File: config.mk
export PLATFORM = sky130hd
export DESIGN_NAME = gnss_binary_frame_parser_core
export DESIGN_NICKNAME = d
export VERILOG_FILES = /design/src/rtl/core/gbfp_pkg.sv /design/src/rtl/core/gbfp_fletcher.sv /design/src/rtl/core/gnss_binary_frame_parser_core.sv
export VERILOG_INCLUDE_DIRS = /design/src /design/src/rtl/core
export SDC_FILE = /design/constraint.sdc
export NUM_CORES = 1
export LEC_CHECK = 0
export ABC_AREA = 0
export BUFFER_PORTS_ARGS = -buffer_cell sky130_fd_sc_hd__buf_2
export CAP_MARGIN = 20
export CORE_ASPECT_RATIO = 1.4
export CORE_MARGIN = 4
export CORE_UTILIZATION = 28
export CTS_BUF_LIST = sky130_fd_sc_hd__clkbuf_16
export CTS_CLUSTER_DIAMETER = 50
export DETAILED_ROUTE_END_ITERATION = 8
export RECOVER_POWER = 100
export SLEW_MARGIN = 20
export SYNTH_ARGS = -nofsm -noshare
export SYNTH_HDL_FRONTEND = slang
export SYNTH_SLANG_ARGS = --single-unit
File: constraint.sdc
create_clock -name clk_i -period 3.78 [get_ports clk_i]
set_input_delay 0.189 -clock clk_i [delete_from_list [all_inputs] [get_ports clk_i]]
set_output_delay 0.189 -clock clk_i [all_outputs]
set_load 0.05 [all_outputs]
File: src/rtl/core/gnss_binary_frame_parser_core_macros.svh
// Assertion macros for the binary frame parser core.
// Included by RTL files that carry concurrent assertions; no other dependencies.
`ifndef GNSS_BINARY_FRAME_PARSER_CORE_MACROS_SVH
`define GNSS_BINARY_FRAME_PARSER_CORE_MACROS_SVH

// Same-cycle implication, disabled while reset is active.
`define GBFP_ASSERT_NOW(lbl, clk, rst_n, ante, cons) \
  lbl: assert property (@(posedge clk) disable iff (!(rst_n)) (ante) |-> (cons)) \
    else $error("gbfp assertion failed");

// Next-cycle implication, disabled while reset is active.
`define GBFP_ASSERT_NEXT(lbl, clk, rst_n, ante, cons) \
  lbl: assert property (@(posedge clk) disable iff (!(rst_n)) (ante) |=> (cons)) \
    else $error("gbfp assertion failed");

`endif

File: src/rtl/core/gbfp_pkg.sv
// Shared types and constants for the binary frame parser core.
// No dependencies.
`timescale 1ns / 1ps
`default_nettype none

package gbfp_pkg;

  localparam logic [7:0] SYNC_FIRST  = 8'hB5;
  localparam logic [7:0] SYNC_SECOND = 8'h62;

  localparam int unsigned LenRegW = 11;
  localparam int unsigned IdxW    = 10;
  localparam logic [LenRegW-1:0] MaxLenReset = 11'd608;

  typedef enum logic [2:0] {
    ST_NONE     = 3'd0,
    ST_GOOD     = 3'd1,
    ST_BAD_A    = 3'd2,
    ST_BAD_B    = 3'd3,
    ST_OVERSIZE = 3'd4
  } frame_status_e;

  // checksum control: load restarts both sums, fold accumulates one byte
  typedef struct packed {
    logic load;
    logic fold;
  } fletch_ctrl_t;

endpackage

`default_nettype wire

File: src/rtl/core/gbfp_fletcher.sv
// 8-bit Fletcher checksum accumulator (sum A and sum B registers).
// Depends on gbfp_pkg.
`timescale 1ns / 1ps
`default_nettype none

module gbfp_fletcher (
  input  wire logic                   clk_i,
  input  wire logic                   rst_ni,
  input  wire gbfp_pkg::fletch_ctrl_t ctrl_i,
  input  wire logic [7:0]             data_i,
  output logic [7:0]                  sum_a_o,
  output logic [7:0]                  sum_b_o
);

  logic [7:0] sum_a_q, sum_a_d;
  logic [7:0] sum_b_q, sum_b_d;

  always_comb begin
    sum_a_d = sum_a_q;
    sum_b_d = sum_b_q;
    if (ctrl_i.load) begin
      sum_a_d = data_i;
      sum_b_d = data_i;
    end else if (ctrl_i.fold) begin
      sum_a_d = sum_a_q + data_i;
      sum_b_d = sum_b_q + sum_a_d;
    end
  end

  always_ff @(posedge clk_i or negedge rst_ni) begin
    if (!rst_ni) begin
      sum_a_q <= '0;
      sum_b_q <= '0;
    end else begin
      sum_a_q <= sum_a_d;
      sum_b_q <= sum_b_d;
    end
  end

  assign sum_a_o = sum_a_q;
  assign sum_b_o = sum_b_q;

endmodule

`default_nettype wire

File: src/rtl/core/gnss_binary_frame_parser_core.sv
// Each result is registered from its input transfer; one byte per cycle while in_stall_o is low.
// Throughput is one transfer per unstalled cycle, bounded by the phase and checksum register loop.
// The output register lets a new byte enter while the previous result is being taken.
// Reset (rst_ni low, asynchronous) returns to sync hunting, clears sums and captured
// header fields, empties the output register and loads the length limit with 608.
// Top level of the binary frame parser; depends on gbfp_pkg, gbfp_fletcher and the macro header.
`timescale 1ns / 1ps
`default_nettype none
`include "gnss_binary_frame_parser_core_macros.svh"

module gnss_binary_frame_parser_core #(
  parameter int unsigned MAX_PAYLOAD = 1024
) (
  input  wire logic        clk_i,
  input  wire logic        rst_ni,
  input  wire logic        cfg_we_i,
  input  wire logic [10:0] cfg_wdata_i,
  input  wire logic        in_valid_i,
  output logic             in_stall_o,
  input  wire logic [7:0]  rx_byte_i,
  output logic             out_valid_o,
  input  wire logic        out_stall_i,
  output logic             payload_valid_o,
  output logic [7:0]       payload_byte_o,
  output logic [9:0]       payload_index_o,
  output logic [2:0]       frame_status_o,
  output logic [7:0]       frame_class_o,
  output logic [7:0]       frame_id_o,
  output logic [10:0]      frame_length_o
);

  localparam int unsigned RegMax = (1 << gbfp_pkg::LenRegW) - 1;
  localparam int unsigned CapLim = (MAX_PAYLOAD < RegMax) ? MAX_PAYLOAD : RegMax;
  localparam int unsigned CntW   = $clog2(CapLim + 1);
  localparam logic [gbfp_pkg::LenRegW-1:0] CapLimV = gbfp_pkg::LenRegW'(CapLim);

  typedef enum logic [3:0] {
    PH_SYNC1  = 4'd0,
    PH_SYNC2  = 4'd1,
    PH_CLASS  = 4'd2,
    PH_ID     = 4'd3,
    PH_LEN_LO = 4'd4,
    PH_LEN_HI = 4'd5,
    PH_DATA   = 4'd6,
    PH_CK_A   = 4'd7,
    PH_CK_B   = 4'd8
  } phase_e;

  phase_e                           phase_q, phase_d;
  logic [gbfp_pkg::LenRegW-1:0]     max_len_q;
  logic [7:0]                       class_q, class_d;
  logic [7:0]                       id_q, id_d;
  logic [15:0]                      exp_len_q, exp_len_d;
  logic [CntW-1:0]                  cnt_q, cnt_d;

  logic                             out_valid_q;
  logic                             pv_q, pv_d;
  logic [7:0]                       pbyte_q, pbyte_d;
  logic [gbfp_pkg::IdxW-1:0]        pidx_q, pidx_d;
  gbfp_pkg::frame_status_e          status_q, status_d;
  logic [gbfp_pkg::LenRegW-1:0]     flen_q, flen_d;

  logic                             in_xfer;
  logic [gbfp_pkg::LenRegW-1:0]     limit;
  logic [15:0]                      limit_ext;
  logic [15:0]                      hi_len;
  logic [CntW-1:0]                  cnt_inc;
  gbfp_pkg::fletch_ctrl_t           fl_ctrl;
  logic [7:0]                       sum_a, sum_b;

  assign in_stall_o = out_valid_q && out_stall_i;
  assign in_xfer    = in_valid_i && !in_stall_o;

  assign limit     = (max_len_q < CapLimV) ? max_len_q : CapLimV;
  assign limit_ext = 16'(limit);
  assign hi_len    = {rx_byte_i, exp_len_q[7:0]};
  assign cnt_inc   = cnt_q + 1'b1;

  gbfp_fletcher u_fletcher (
    .clk_i   (clk_i),
    .rst_ni  (rst_ni),
    .ctrl_i  (fl_ctrl),
    .data_i  (rx_byte_i),
    .sum_a_o (sum_a),
    .sum_b_o (sum_b)
  );

  always_comb begin
    phase_d      = phase_q;
    class_d      = class_q;
    id_d         = id_q;
    exp_len_d    = exp_len_q;
    cnt_d        = cnt_q;
    pv_d         = 1'b0;
    pbyte_d      = '0;
    pidx_d       = '0;
    status_d     = gbfp_pkg::ST_NONE;
    fl_ctrl.load = 1'b0;
    fl_ctrl.fold = 1'b0;

    unique case (phase_q)
      PH_SYNC1: begin
        if (rx_byte_i == gbfp_pkg::SYNC_FIRST) phase_d = PH_SYNC2;
      end
      PH_SYNC2: begin
        phase_d = (rx_byte_i == gbfp_pkg::SYNC_SECOND) ? PH_CLASS : PH_SYNC1;
      end
      PH_CLASS: begin
        class_d      = rx_byte_i;
        fl_ctrl.load = 1'b1;
        phase_d      = PH_ID;
      end
      PH_ID: begin
        id_d         = rx_byte_i;
        fl_ctrl.fold = 1'b1;
        phase_d      = PH_LEN_LO;
      end
      PH_LEN_LO: begin
        exp_len_d    = 16'(rx_byte_i);
        fl_ctrl.fold = 1'b1;
        phase_d      = PH_LEN_HI;
      end
      PH_LEN_HI: begin
        exp_len_d    = hi_len;
        cnt_d        = '0;
        fl_ctrl.fold = 1'b1;
        if (hi_len > limit_ext) begin
          status_d = gbfp_pkg::ST_OVERSIZE;
          phase_d  = PH_SYNC1;
        end else if (hi_len == 16'd0) begin
          phase_d = PH_CK_A;
        end else begin
          phase_d = PH_DATA;
        end
      end
      PH_DATA: begin
        fl_ctrl.fold = 1'b1;
        pv_d         = 1'b1;
        pbyte_d      = rx_byte_i;
        pidx_d       = gbfp_pkg::IdxW'(cnt_q);
        cnt_d        = cnt_inc;
        if (16'(cnt_inc) >= exp_len_q) phase_d = PH_CK_A;
      end
      PH_CK_A: begin
        if (rx_byte_i != sum_a) begin
          status_d = gbfp_pkg::ST_BAD_A;
          phase_d  = PH_SYNC1;
        end else begin
          phase_d = PH_CK_B;
        end
      end
      PH_CK_B: begin
        status_d = (rx_byte_i == sum_b) ? gbfp_pkg::ST_GOOD : gbfp_pkg::ST_BAD_B;
        phase_d  = PH_SYNC1;
      end
      default: begin
        phase_d = PH_SYNC1;
      end
    endcase

    if (!in_xfer) begin
      fl_ctrl.load = 1'b0;
      fl_ctrl.fold = 1'b0;
    end

    flen_d = (exp_len_d <= limit_ext) ? exp_len_d[gbfp_pkg::LenRegW-1:0] : '0;
  end

  always_ff @(posedge clk_i or negedge rst_ni) begin
    if (!rst_ni) begin
      phase_q     <= PH_SYNC1;
      max_len_q   <= gbfp_pkg::MaxLenReset;
      class_q     <= '0;
      id_q        <= '0;
      exp_len_q   <= '0;
      cnt_q       <= '0;
      out_valid_q <= 1'b0;
      pv_q        <= 1'b0;
      pbyte_q     <= '0;
      pidx_q      <= '0;
      status_q    <= gbfp_pkg::ST_NONE;
      flen_q      <= '0;
    end else begin
      if (cfg_we_i) max_len_q <= cfg_wdata_i;
      if (in_xfer) begin
        phase_q     <= phase_d;
        class_q     <= class_d;
        id_q        <= id_d;
        exp_len_q   <= exp_len_d;
        cnt_q       <= cnt_d;
        out_valid_q <= 1'b1;
        pv_q        <= pv_d;
        pbyte_q     <= pbyte_d;
        pidx_q      <= pidx_d;
        status_q    <= status_d;
        flen_q      <= flen_d;
      end else if (!out_stall_i) begin
        out_valid_q <= 1'b0;
      end
    end
  end

  assign out_valid_o     = out_valid_q;
  assign payload_valid_o = pv_q;
  assign payload_byte_o  = pbyte_q;
  assign payload_index_o = pidx_q;
  assign frame_status_o  = status_q;
  assign frame_class_o   = class_q;
  assign frame_id_o      = id_q;
  assign frame_length_o  = flen_q;

  `GBFP_ASSERT_NEXT(a_xfer_gives_result, clk_i, rst_ni, in_xfer, out_valid_q)
  `GBFP_ASSERT_NOW(a_payload_no_status, clk_i, rst_ni, out_valid_q && pv_q,
                   status_q == gbfp_pkg::ST_NONE)
  `GBFP_ASSERT_NOW(a_data_count_in_range, clk_i, rst_ni, phase_q == PH_DATA,
                   16'(cnt_q) < exp_len_q)
  `GBFP_ASSERT_NOW(a_oversize_no_length, clk_i, rst_ni,
                   out_valid_q && status_q == gbfp_pkg::ST_OVERSIZE, flen_q == '0)

endmodule

`default_nettype wire
Yosys cells after proc, flatten, opt, wreduce, memory -nomap -nowiden:

Index checks and enable logic that the tools add are counted.
W data, S select, Z words.

* logic and storage cells: 75
* bits of input ports: 24
* bits in writable memories: 0
* memories kept: 0
* register bits: 108
* memory bits (read-only): 0
* output and inout port bits: 51
* bits in latches: 0

* $lt $le $gt $ge: 4
* reduce and logical (&&, ||, !) cells: 12
* multiply operators: 0
* shifts and indexed selects: 0
* add/subtract/negate cells: 3
* divide/modulo/power cells: 0
* equal/unequal tests: 15
* bitwise operators: 0
* muxes and demuxes: 27

Operators by type and width (count)
* $mux W8: 5
* $pmux W16 S2: 1
* $pmux W4 S8: 1
* $mux W11: 2
* $pmux W11 S2: 1
* $add A8 B8 Y8: 2
* $eq A4 B3 Y1 const B: 4
* $ge A11 B16 Y1: 1
* $gt A16 B11 Y1: 1
* $le A16 B11 Y1: 1
* $logic_not A16 Y1: 1
* $mux W4: 3
* $add A11 B1 Y11 const B: 1
* $lt A11 B11 Y1 const B: 1
* $mux W10: 1
* $pmux W3 S3: 1
* $eq A4 B2 Y1 const B: 2
* $eq A8 B7 Y1 const B: 1
* $eq A8 B8 Y1: 1
* $eq A8 B8 Y1 const B: 1
* $mux W2: 4
* $ne A8 B8 Y1: 1
* $mux W1: 6
* $mux W3: 2
* 11 further kinds: 16

Logic depth before layout (Yosys ltp):

* depth in word-level cells: 6
* depth in mapped cells: 16
* mapped depth without buffers: 16

By module:

From an unflattened synthesis, not the netlist that was laid out.

* cells, all modules: 642
* area total of the unflattened synthesis: 6264.8 um2

Modules (own cells, without submodules)
* gnss_binary_frame_parser_core: cells an instance 505, instances 1, sequential area each 2306.0 um2, area an instance 4929.7 um2
* gbfp_fletcher: cells an instance 137, instances 1, sequential area each 400.4 um2, area an instance 1335.0 um2

Worst setup path before layout:

No wires, ideal clock.

* kind: flip-flop to flip-flop
* start: register cnt_q[0] (netlist name)
* end: register id_q[3], in the netlist frame_id_o[3]
* period minus slack after synthesis: 3046 ps
* stages on the path, launching flop included: 15
* required time: 3655 ps
* arrival time: 2922 ps
* setup time: 125 ps
* buffers on the path: 0
* setup slack: 734 ps
* path through: dfrtp_1 -> ha_1 -> nand3_1 -> nor2_1 -> and3_1 -> nand3_1 -> xnor2_1 -> ha_1 -> o2111ai_1 -> nor2_1 -> nand3_1 -> a31oi_1 -> o21ai_2 -> nor4_4 -> mux2_2

RTL lines
* to (signal assigned): RTL line gnss_binary_frame_parser_core.sv:188 `id_q <= id_d;`
* to (decl): RTL line gnss_binary_frame_parser_core.sv:52 `logic [7:0] id_q, id_d;`

==> out/results.tsv <==
stage	metric	value	unit
route	initial drt markers	171	
logic_synthesis	number of synthesized flops with an enable pin	0	
logic_synthesis	FF+latch count, synth	108	
worst_setup_path	CP Class	flip-flop to flip-flop	
worst_setup_path	crit path launch type	flip-flop	
die	IO Pins	75	
logic_synthesis	sequential-to-total area share from yosys stat	45.1	%
clock_tree	clk sinks	108	
power_and_ir_drop	Internal	1.86	mW
clock_tree	Max Root-Sink Buffers	2	
place	dpl ws	0.315	ns
sta	Rel. slew slack	-66.6	%
sta	Worst Skew	0.0121	ns
sta	unrepaired setup endpoints after global routing	false	
logic_synthesis	Synth area leaders	dfrtp_1, ha_1, nand2_1	
global_routing	vias in the first global route	4634	
global_routing	total grt overflow	0	
clock_tree	Hold Buf Count CTS	0	
logic_synthesis	multiplexer share of the synthesized area	5.09	%
die	Die H	181	µm
die	row cnt	63	
sta	Period minus WS final	3.44	ns
logic_synthesis	Synth area leader	dfrtp_1	
logic_synthesis	post-synthesis cell count	609	
sta	setup violators final	0	
cells_and_area	# nets final	748	
logic_synthesis	Syn Nets	683	
die	total core area	21100	µm²
power_and_ir_drop	leakage	3.23	nW
power_and_ir_drop	Comb power frac	17.8	%
place	DP HPWL	11.7	mm
die	Initial Util	28.4	%
logic_synthesis	asr flop ratio synth	100	%
logic_synthesis	post-synthesis adder-cell area fraction	10.7	%
logic_synthesis	Netlist cell types	53	
route	Post-Route WL	15.7	mm
worst_setup_path	CP arrival	3.70	ns
place	GPL Wtd Cong	0.822	
worst_setup_path	CP required	4.04	ns
global_routing	largest net degree at the start of global routing	81	
clock_tree	TritonCTS Buffers	9	
route	DR vias/cell	5.00	
route	Initial DRT Pass Iterations	4	
clock_tree	Reg clk slew, reported paths	0.08	ns
clock_tree	postcts setup bufs	0	
status	failing checks	max-capacitance violations, max-slew violations	
clock_tree	Root Buffer	clkbuf_16	
route	Antenna Nets Post-Route	0	
sta	Final Hold Fails	0	
sta	setup TNS	0	ns
sta	Peak Freq	0.291	GHz
status	status	finished, violations left	
cells_and_area	share of cells above drive strength 1	11.3	%
logic_synthesis	Synth Flop Type	dfrtp_1	
power_and_ir_drop	Sequential Power Share	46.4	%
sta	Worst Max-Slew Pin Slew	2.50	ns
clock_tree	clock tree from TritonCTS	yes	
logic_synthesis	most frequent cell after synthesis	dfrtp_1	
clock_tree	Clock H-tree levels	3	
hold_path	Hold WC Path Type	primary input to flip-flop	
route	number of remaining DRC errors	0	
global_routing	initial antenna violation count	0	
route	total number of vias	4701	
logic_synthesis	top-area cell type share of the netlist area	43.8	%
cells_and_area	Area Growth Syn to Fin	14.8	%
sta	final worst-path cycle share	91.0	%
route	Avg WL per Cell	16.7	µm
die	Die W	132	µm
sta	worst hold slack	0.0509	ns
power_and_ir_drop	PD cells	390	nW/µm²
worst_setup_path	critical path peak fanout	9	
place	Buffers on Ports	74	
worst_setup_path	crit end category	flip-flop	
logic_synthesis	Post-Synth XOR/XNOR Area	4.23	%
power_and_ir_drop	Clock Power Share	35.7	%
clock_tree	insertion delay of the later-clocked pin in the worst-skew pair	0.37	ns
logic_synthesis	Synth Area in Simple Gates	14.1	%
die	die footprint	23900	µm²
power_and_ir_drop	Max VDD drop	0.000212	V
logic_synthesis	compound-cell area share of the yosys netlist	16.7	%
clock_tree	Post-CTS Resized	0	
flow_run	max-cap violations	2	
power_and_ir_drop	switching part of the total	30.8	%
logic_synthesis	main combinational cell family by area after synthesis	compound AO/OA/AOI/OAI gates	
power_and_ir_drop	net switching power	0.826	mW
cells_and_area	Core Util, Final	32.6	%
logic_synthesis	most frequent cells after synthesis	dfrtp_1, nand2_1, o21ai_0	
sta	Final Max Tran Viols	142	
logic_synthesis	Post-Syn Area	6000	µm²
logic_synthesis	Ys Warns	0	
global_routing	first-pass GRT wire length	25.2	mm
sta	final worst slack	0.341	ns
global_routing	All-Layer GR Usage	13.4	%
logic_synthesis	syn_area_per_cell	9.86	µm²
-- sequential cells by signal (all words and copies together), names as in the netlist --
signal / flops
frame_length_o: 11
payload_index_o: 10
cnt_q: 11
u_fletcher.sum_b_o: 8
phase_q: 4
u_fletcher.sum_a_o: 8
payload_byte_o: 8
max_len_q: 11
frame_class_o: 8
out_valid_o: 1
frame_status_o: 3
exp_len_q: 16
frame_id_o: 8
payload_valid_o: 1
-- cell usage in the layout, fill, tap and decap left out, types with 11 or more instances in the layout --
cell type,Yosys,layout
dfrtp_1,105,105
nand2_1,79,78
o21ai_0,54,54
clkbuf_1,22,53
ha_1,48,48
a22o_1,31,31
inv_1,31,31
a21oi_1,28,28
nor2_1,26,26
buf_2,4,22
mux2_2,20,20
xor2_1,16,16
nand3_1,13,13
xnor2_1,13,13
nor3_1,11,11
-- power by group through the flow --
stage / combinational [mW] / clock (mW) / sequential [mW]
floorplan: 0.334 / 0 / 1.28
finish: 0.479 / 0.959 / 1.25
CTS: 0.488 / 0.988 / 1.25
global route: 0.538 / 1.04 / 1.25
detailed placement: 0.486 / 0 / 1.27
global placement: 0.475 / 0 / 1.27
-- worst max-delay path: stages, from the launching register on --
cell,delay [ns]
dfrtp_1,0.46
ha_1,0.23
nand3_1,0.12
nor2_1,0.19
and3_1,0.25
nand3_1,0.12
xnor2_1,0.16
ha_1,0.29
o2111ai_1,0.09
nor2_1,0.10
nand3_1,0.08
a31oi_1,0.19
o21ai_2,0.15
nor4_4,0.49
mux2_2,0.40
-- final timing paths --
check	startpoint	to	slack, ns	depth (start not counted)
max	cnt_q[0]	frame_id_o[5]	0.34	14
min	in_valid_i	out_valid_o	0.05	2
max reg2reg	cnt_q[0]	frame_id_o[5]	0.34	14
min reg2reg	frame_length_o[0]	frame_length_o[0]	0.48	2
max in group asynchronous	rst_ni	payload_index_o[7]	1.21	3
min in group asynchronous	rst_ni	u_fletcher.sum_a_o[7]	0.95	2
-- logic make-up (layout without fill, tap and decap cells) --
family                   Yosys count  in the layout
buffers and inverters             63            133
other                              0              1
adder cells (fa/ha/maj)           50             50
flip-flops                       108            108
AND/OR/NAND/NOR                  177            177
AO/OA/AOI/OAI                    154            154
multiplexers                      28             28
XOR/XNOR                          29             29
-- layout make-up --
type,count,area [µm²]
diodes,1,2.50
clock buffers,9,225
clock inverters,7,73.8
fillers,2226,14200
inverters,31,116
multi-input cells,438,3050
flip-flops and latches,108,2710
well taps,260,325
repair buffers,86,389
-- per-layer routing --
metal	up-vias	global-route usage (%)	wire length, µm
met1	2299	15.1	6560
met4	0	6.09	516
met5	-	0	0
met2	78	24.5	8240
li1	2295	-	-
met3	29	2.42	412
-- stage by stage --
stage / power (mW) / instances / area [µm²]
after floorplan: 1.61 / 609 / 6000
after global placement: 1.74 / 922 / 6660
after detailed placement: 1.75 / 922 / 6660
after CTS: 2.72 / 938 / 6960
after global routing: 2.83 / 939 / 6890
final: 2.68 / 940 / 6890
No activity file was read; power rests on OpenSTA's default activity.
